### src/rtl/core/bmhq_pkg.sv
// bmhq_pkg: shared types and codes for the binary min-heap queue
// used by the controller, the datapath and the top level
`timescale 1ns / 1ps

package bmhq_pkg;

    // action codes of an input item
    localparam logic ACT_PUSH = 1'b0;
    localparam logic ACT_POP  = 1'b1;

    // fixed port widths of the payload
    localparam int KEY_PORT_W   = 32;
    localparam int COUNT_PORT_W = 11;

    typedef enum logic [3:0] {
        ST_IDLE,
        ST_START,
        ST_POP_LOAD,
        ST_UP_RD,
        ST_UP_CMP,
        ST_DN_RD,
        ST_DN_CMP,
        ST_FINISH
    } state_t;

    // heap write data select
    typedef enum logic [1:0] {
        WR_NONE,
        WR_KEY,
        WR_PARENT,
        WR_CHILD
    } wr_sel_t;

    // heap read address select
    typedef enum logic [1:0] {
        RD_POP,
        RD_PARENT,
        RD_CHILD
    } rd_sel_t;

    typedef struct packed {
        logic    capture_in;
        logic    start;
        logic    load_pop;
        rd_sel_t rd_sel;
        wr_sel_t wr_sel;
        logic    move_up;
        logic    move_down;
        logic    load_result;
    } cmd_t;

    typedef struct packed {
        logic is_pop;
        logic full;
        logic empty;
        logic at_root;
        logic has_child;
        logic child_wins;
        logic key_lt_parent;
    } sts_t;

endpackage

### src/rtl/core/bmhq_ctrl.sv
// bmhq_ctrl: sequencer for push sift-up and pop sift-down
// depends on bmhq_pkg for state, command and status types
`timescale 1ns / 1ps

module bmhq_ctrl import bmhq_pkg::*; (
    input  logic clk,
    input  logic rst_n,
    input  logic in_valid,
    output logic in_ready,
    output logic out_valid,
    input  logic out_ready,
    input  sts_t sts,
    output cmd_t cmd
);

    state_t state_reg;
    state_t state_next;
    logic   out_valid_reg;
    logic   out_valid_next;
    logic   can_load;

    assign can_load = !out_valid_reg || out_ready;

    always_ff @(posedge clk or negedge rst_n)
    begin
        if (!rst_n)
        begin
            state_reg     <= ST_IDLE;
            out_valid_reg <= 1'b0;
        end
        else
        begin
            state_reg     <= state_next;
            out_valid_reg <= out_valid_next;
        end
    end

    // next state
    always_comb
    begin
        state_next = state_reg;
        unique case (state_reg)
            ST_IDLE:
            begin
                if (in_valid)
                begin
                    state_next = ST_START;
                end
            end
            ST_START:
            begin
                if (sts.is_pop)
                begin
                    state_next = sts.empty ? ST_FINISH : ST_POP_LOAD;
                end
                else
                begin
                    state_next = sts.full ? ST_FINISH : ST_UP_RD;
                end
            end
            ST_POP_LOAD:
            begin
                state_next = ST_DN_RD;
            end
            ST_UP_RD:
            begin
                state_next = sts.at_root ? ST_FINISH : ST_UP_CMP;
            end
            ST_UP_CMP:
            begin
                state_next = sts.key_lt_parent ? ST_UP_RD : ST_FINISH;
            end
            ST_DN_RD:
            begin
                state_next = sts.has_child ? ST_DN_CMP : ST_FINISH;
            end
            ST_DN_CMP:
            begin
                state_next = sts.child_wins ? ST_DN_RD : ST_FINISH;
            end
            ST_FINISH:
            begin
                if (can_load)
                begin
                    state_next = ST_IDLE;
                end
            end
            default:
            begin
                state_next = ST_IDLE;
            end
        endcase
    end

    // commands
    always_comb
    begin
        cmd          = '0;
        cmd.rd_sel   = RD_POP;
        cmd.wr_sel   = WR_NONE;
        in_ready     = 1'b0;
        unique case (state_reg)
            ST_IDLE:
            begin
                in_ready       = 1'b1;
                cmd.capture_in = in_valid;
            end
            ST_START:
            begin
                cmd.start  = 1'b1;
                cmd.rd_sel = RD_POP;
            end
            ST_POP_LOAD:
            begin
                cmd.load_pop = 1'b1;
            end
            ST_UP_RD:
            begin
                cmd.rd_sel = RD_PARENT;
                if (sts.at_root)
                begin
                    cmd.wr_sel = WR_KEY;
                end
            end
            ST_UP_CMP:
            begin
                if (sts.key_lt_parent)
                begin
                    cmd.wr_sel  = WR_PARENT;
                    cmd.move_up = 1'b1;
                end
                else
                begin
                    cmd.wr_sel = WR_KEY;
                end
            end
            ST_DN_RD:
            begin
                cmd.rd_sel = RD_CHILD;
                if (!sts.has_child)
                begin
                    cmd.wr_sel = WR_KEY;
                end
            end
            ST_DN_CMP:
            begin
                if (sts.child_wins)
                begin
                    cmd.wr_sel    = WR_CHILD;
                    cmd.move_down = 1'b1;
                end
                else
                begin
                    cmd.wr_sel = WR_KEY;
                end
            end
            ST_FINISH:
            begin
                cmd.load_result = can_load;
            end
            default:
            begin
                cmd = '0;
            end
        endcase
    end

    // result register handshake
    always_comb
    begin
        if (cmd.load_result)
        begin
            out_valid_next = 1'b1;
        end
        else if (out_ready)
        begin
            out_valid_next = 1'b0;
        end
        else
        begin
            out_valid_next = out_valid_reg;
        end
    end

    assign out_valid = out_valid_reg;

endmodule

### config.mk
export PLATFORM = sky130hd
export DESIGN_NAME = bmhq_ctrl
export DESIGN_NICKNAME = d
export VERILOG_FILES = /design/src/rtl/core/bmhq_pkg.sv /design/src/rtl/core/bmhq_ctrl.sv
export SDC_FILE = /design/constraint.sdc
export NUM_CORES = 1
export LEC_CHECK = 0
export BUFFER_PORTS_ARGS = -buffer_cell sky130_fd_sc_hd__buf_2
export CORE_AREA = 3 3 40 42
export DETAILED_ROUTE_END_ITERATION = 6
export DIE_AREA = 0 0 43 45
export SLEW_MARGIN = 30
export SYNTH_ARGS = -nofsm -noshare
export SYNTH_HDL_FRONTEND = slang
export SYNTH_SLANG_ARGS = --single-unit
### constraint.sdc
create_clock -name clk -period 1.9 [get_ports clk]
set_input_delay 0.095 -clock clk [delete_from_list [all_inputs] [get_ports clk]]
set_output_delay 0.095 -clock clk [all_outputs]
set_load 0.01 [all_outputs]
**Word level (Yosys, flattened, before mapping)**

Index checks and enable logic that the tools add are counted.

- Equal/unequal tests: 9
- Mux-type cells: 27
- Reduce and logical (&&, ||, !) cells: 5

Operator list:

| operator | number |
|---|---|
| $pmux 4 s8 | 1 |
| $eq 4x3->1 const B | 4 |
| $mux 1 | 14 |
| $mux 3 | 4 |
| $eq 4x2->1 const B | 2 |
| $mux 2 | 4 |
| $mux 4 | 2 |
| $pmux 2 s4 | 1 |
| $eq 4x1->1 const B | 1 |
| $logic_not 4->1 | 1 |
| $ne 2x2->1 const B | 2 |
| $pmux 2 s2 | 1 |
| $reduce_and 2->1 | 1 |
| $reduce_bool 2->1 | 1 |
| $logic_not 1->1 | 1 |
| $logic_or 1x1->1 | 1 |

- Register bits: 5
- Input bits: 11
- Output and inout bits: 12

**Depth between registers and ports, before layout**

- Word-level depth: 4
- Mapped depth: 4
- Gate-level depth less buffers: 4

**Worst setup path after synthesis**

No wires, ideal clock.

- Kind: register to output
- Start: register state_reg[1]
- End: output cmd[9] in the netlist's numbering
- Arrival: 1,096 ps
- Data required time: 1,805 ps
- Slack: 709 ps
- Stages on the path, launching flop included: 4
- Cells stage by stage: dfrtp_1 buf_6 nor3_1 and2_1

RTL lines:

| what | RTL line | text |
|---|---|---|
| start, declared | bmhq_ctrl.sv:16 | `state_t state_reg;` |
| start signal, assigned | bmhq_ctrl.sv:33 | `state_reg <= state_next;` |
| end, declared | bmhq_ctrl.sv:13 | `output cmd_t cmd` |

==> results_dict.tcl <==
set metrics [dict create \
    grt_overflow 0 \
    gr-usage-met1_pct 11.0 \
    yosysWarnings 0 \
    routedWlPerCell_um 9.40 \
    dp_slack_ps 585 \
    syn-num-nets 55 \
    crit_family "flip-flops" \
    remaining_drc_errors 0 \
    cts_max_path_buffers 2 \
    slowest_delay_ps 570 \
    hold_start "in_valid" \
    tightest_slew_ps 392 \
    max_freq_ghz 0.667 \
    timing.final.ws_setup_ps 401 \
    synth_cells 44 \
    clkTransAtPathRegs_ps 40 \
    die_w_um 43 \
    nets 79 \
    via_count 355 \
    grt_pass1_vias 299 \
    largest_reg_flops 3 \
    hold_ws_ps 119 \
    hpwl_um 641 \
    clk_latency_ps 230 \
    setup_tns_ps 0 \
    min_period_over_period_pct 78.9 \
    synthDistinctLibCells 24 \
    final_layout_size_suffix_gt1_share_pct 43.9 \
    htreeDepth 1 \
    status "complete, no violations" \
    coreArea_um2 1280 \
    cts_buffers 3 \
    cap_violations 0 \
    drt_iter0_markers 4 \
    wirelength_um 761 \
    min_to "state_reg[0]" \
    drv_slew 0 \
    setup_violations 0 \
    seq_area_frac_synth_pct 28.1 \
    busiest_layer "met2" \
    reg2reg_from "state_reg[2]" \
    ff_latch_area_um2 100 \
    worst_r2r_endpoint "state_reg[0]" \
    ant_nets 0 \
    start_kind "flop" \
    vias_per_cell 4.38 \
    finClkSkew_ps 4.84 \
    die_area_um2 1940 \
    crit_required_ps 1800 \
    worst_setup_path_end_kind "primary output" \
    multi_input_area_um2 203 \
    leakagePower_nw 0.260 \
    cts.sinks 4 \
    hold_viol_final 0 \
    start_util_pct 27.8 \
    arrival_ps 1400 \
    crit_path_cell_trace "nor3b_1, a31oi_1, mux2i_1, buf_2" \
    fin_crit_ps 1500 \
    reg2reg_slack_ps 580 \
    power_density_nw_per_um2 1500 \
    fp-row-count 13 \
    whs_path_depth 3 \
    ios 23 \
    relSlewSlack_pct 73.9 \
    worstRegToRegCells 4 \
    io_buffers 22 \
    cts_setup_buffers 0 \
    nFillCells 151 \
    cts_tree "built" \
    drtPass1Iterations 3 \
    die_h_um 45 \
    peakVddDrop_mv 0.664 \
    grt.total_usage_pct 8.37 \
    met3_usage_pct 3.19 \
    critical_path_buf_inv_count 1 \
    grt_pass1_wl_um 1230 \
    postSynthAreaPerCell_um2 8.10 \
    area_delta_synth_final_pct 32.3 \
    grt_start_max_net_pins 16 \
    cp_max_fo 15 \
    antenna_found_initial 0 \
    syn_area_um2 357 \
    synth_seq_cells 4 \
    holdCritPathClass "in2reg" \
    cts_root_buffer "clkbuf_4" \
    worst-setup-path-type "reg2out" \
    cp_slowest_cell "dfrtp_1" \
    gp_congestion 0.674 \
    antenna_cells 0 \
    rsz0062_at_grt "no" \
    grt_use_met2_pct 12.3 \
]
==> cell type report <==
type | instances | area share, %
flip-flops and latches | 4 | 21.2
inverters | 2 | 1.59
repair buffers | 23 | 25.5
clock buffers | 3 | 4.77
multi-input cells | 34 | 43.0
well taps | 15 | 3.98
==> cell usage after synthesis (all sizes together) <==
library cell | n | area share (%)
nor2 | 6 | 6.3
o22ai | 2 | 5.3
nor3 | 1 | 1.4
nor4 | 1 | 1.8
dfrtp | 4 | 28
clkbuf | 2 | 7.7
nand2b | 1 | 1.8
o311a | 1 | 3.2
mux2i | 1 | 2.8
a31oi | 1 | 1.8
and2b | 1 | 2.1
o21ai | 1 | 1.4
or2b | 2 | 4.9
buf | 2 | 5.3
and3 | 1 | 1.8
and2 | 1 | 1.8
nor2b | 1 | 1.8
inv | 2 | 2.1
nor3b | 3 | 6.3
nand3 | 1 | 1.4
nand2 | 4 | 4.2
a21oi | 5 | 7.0
==> routing by layer <==
metal	part of all wire, %	vias up	routed length, um
li1	-	199	-
met4	0	0	0
met5	0	-	0
met3	11	0	81
met2	46	13	348
met1	43	143	331
==> worst max path at each step <==
stage                         endpoint  cells after the start  slack (ps)    startpoint
after floorplan                 cmd[9]                      3         710  state_reg[1]
after global placement    state_reg[0]                      4         610  state_reg[2]
after detailed placement  state_reg[0]                      4         580  state_reg[2]
after CTS                       cmd[3]                      4         390  state_reg[2]
after global routing            cmd[3]                      4         260  state_reg[2]
final                           cmd[3]                      4         400  state_reg[2]
==> metrics by stage <==
step | power [mW] | instances | utilization, % | instance area [um2]
6_report | 0.709 | 81 | 36.7 | 472
5_1_grt | 0.791 | 81 | 36.7 | 472
3_5_place_dp | 0.617 | 77 | 34.2 | 439
3_3_place_gp | 0.613 | 77 | 34.2 | 439
4_1_cts | 0.724 | 81 | 36.7 | 472
2_1_floorplan | 0.561 | 44 | - | 357
==> report_power, final <==
group | leakage (nW) | switching, mW | internal [mW] | total, mW
clock network | 0.0138 | 0.0294 | 0.0703 | 0.0997
registers | 0.0451 | 0.103 | 0.128 | 0.231
logic | 0.201 | 0.185 | 0.194 | 0.378
total | 0.260 | 0.317 | 0.392 | 0.709
==> cell usage in the layout, fill, tap and decap left out, types with 2 or more instances in the layout <==
master	n
inv_1	2
nor2_1	6
dfrtp_1	4
nand2_1	4
a21oi_1	5
nor3b_1	3
or2b_2	2
clkbuf_4	3
buf_2	22
==> worst reg2reg max path: stages (launching register included) <==
cell and delay [ps]:
dfrtp_1 510, nor3b_1 210, a31oi_1 190, o311a_2 210, o22ai_2 60
==> repair_timing <==
| item | in CTS | in global routing |
|---|---|---|
| resized for setup | 0 | 0 |
| endpoints found under the hold margin | 4 | 0 |
| hold buffers | 1 | 0 |
==> logic make-up (layout without fill, tap and decap cells) <==
group | Yosys count | in the layout | share of synthesized area [%]
mux | 1 | 1 | 2.81
flops | 4 | 4 | 28.1
buf+inv | 6 | 28 | 15.1
compound gates | 10 | 10 | 18.6
simple gates | 23 | 23 | 35.4
Note: power is estimated with default switching activity, not from simulation.
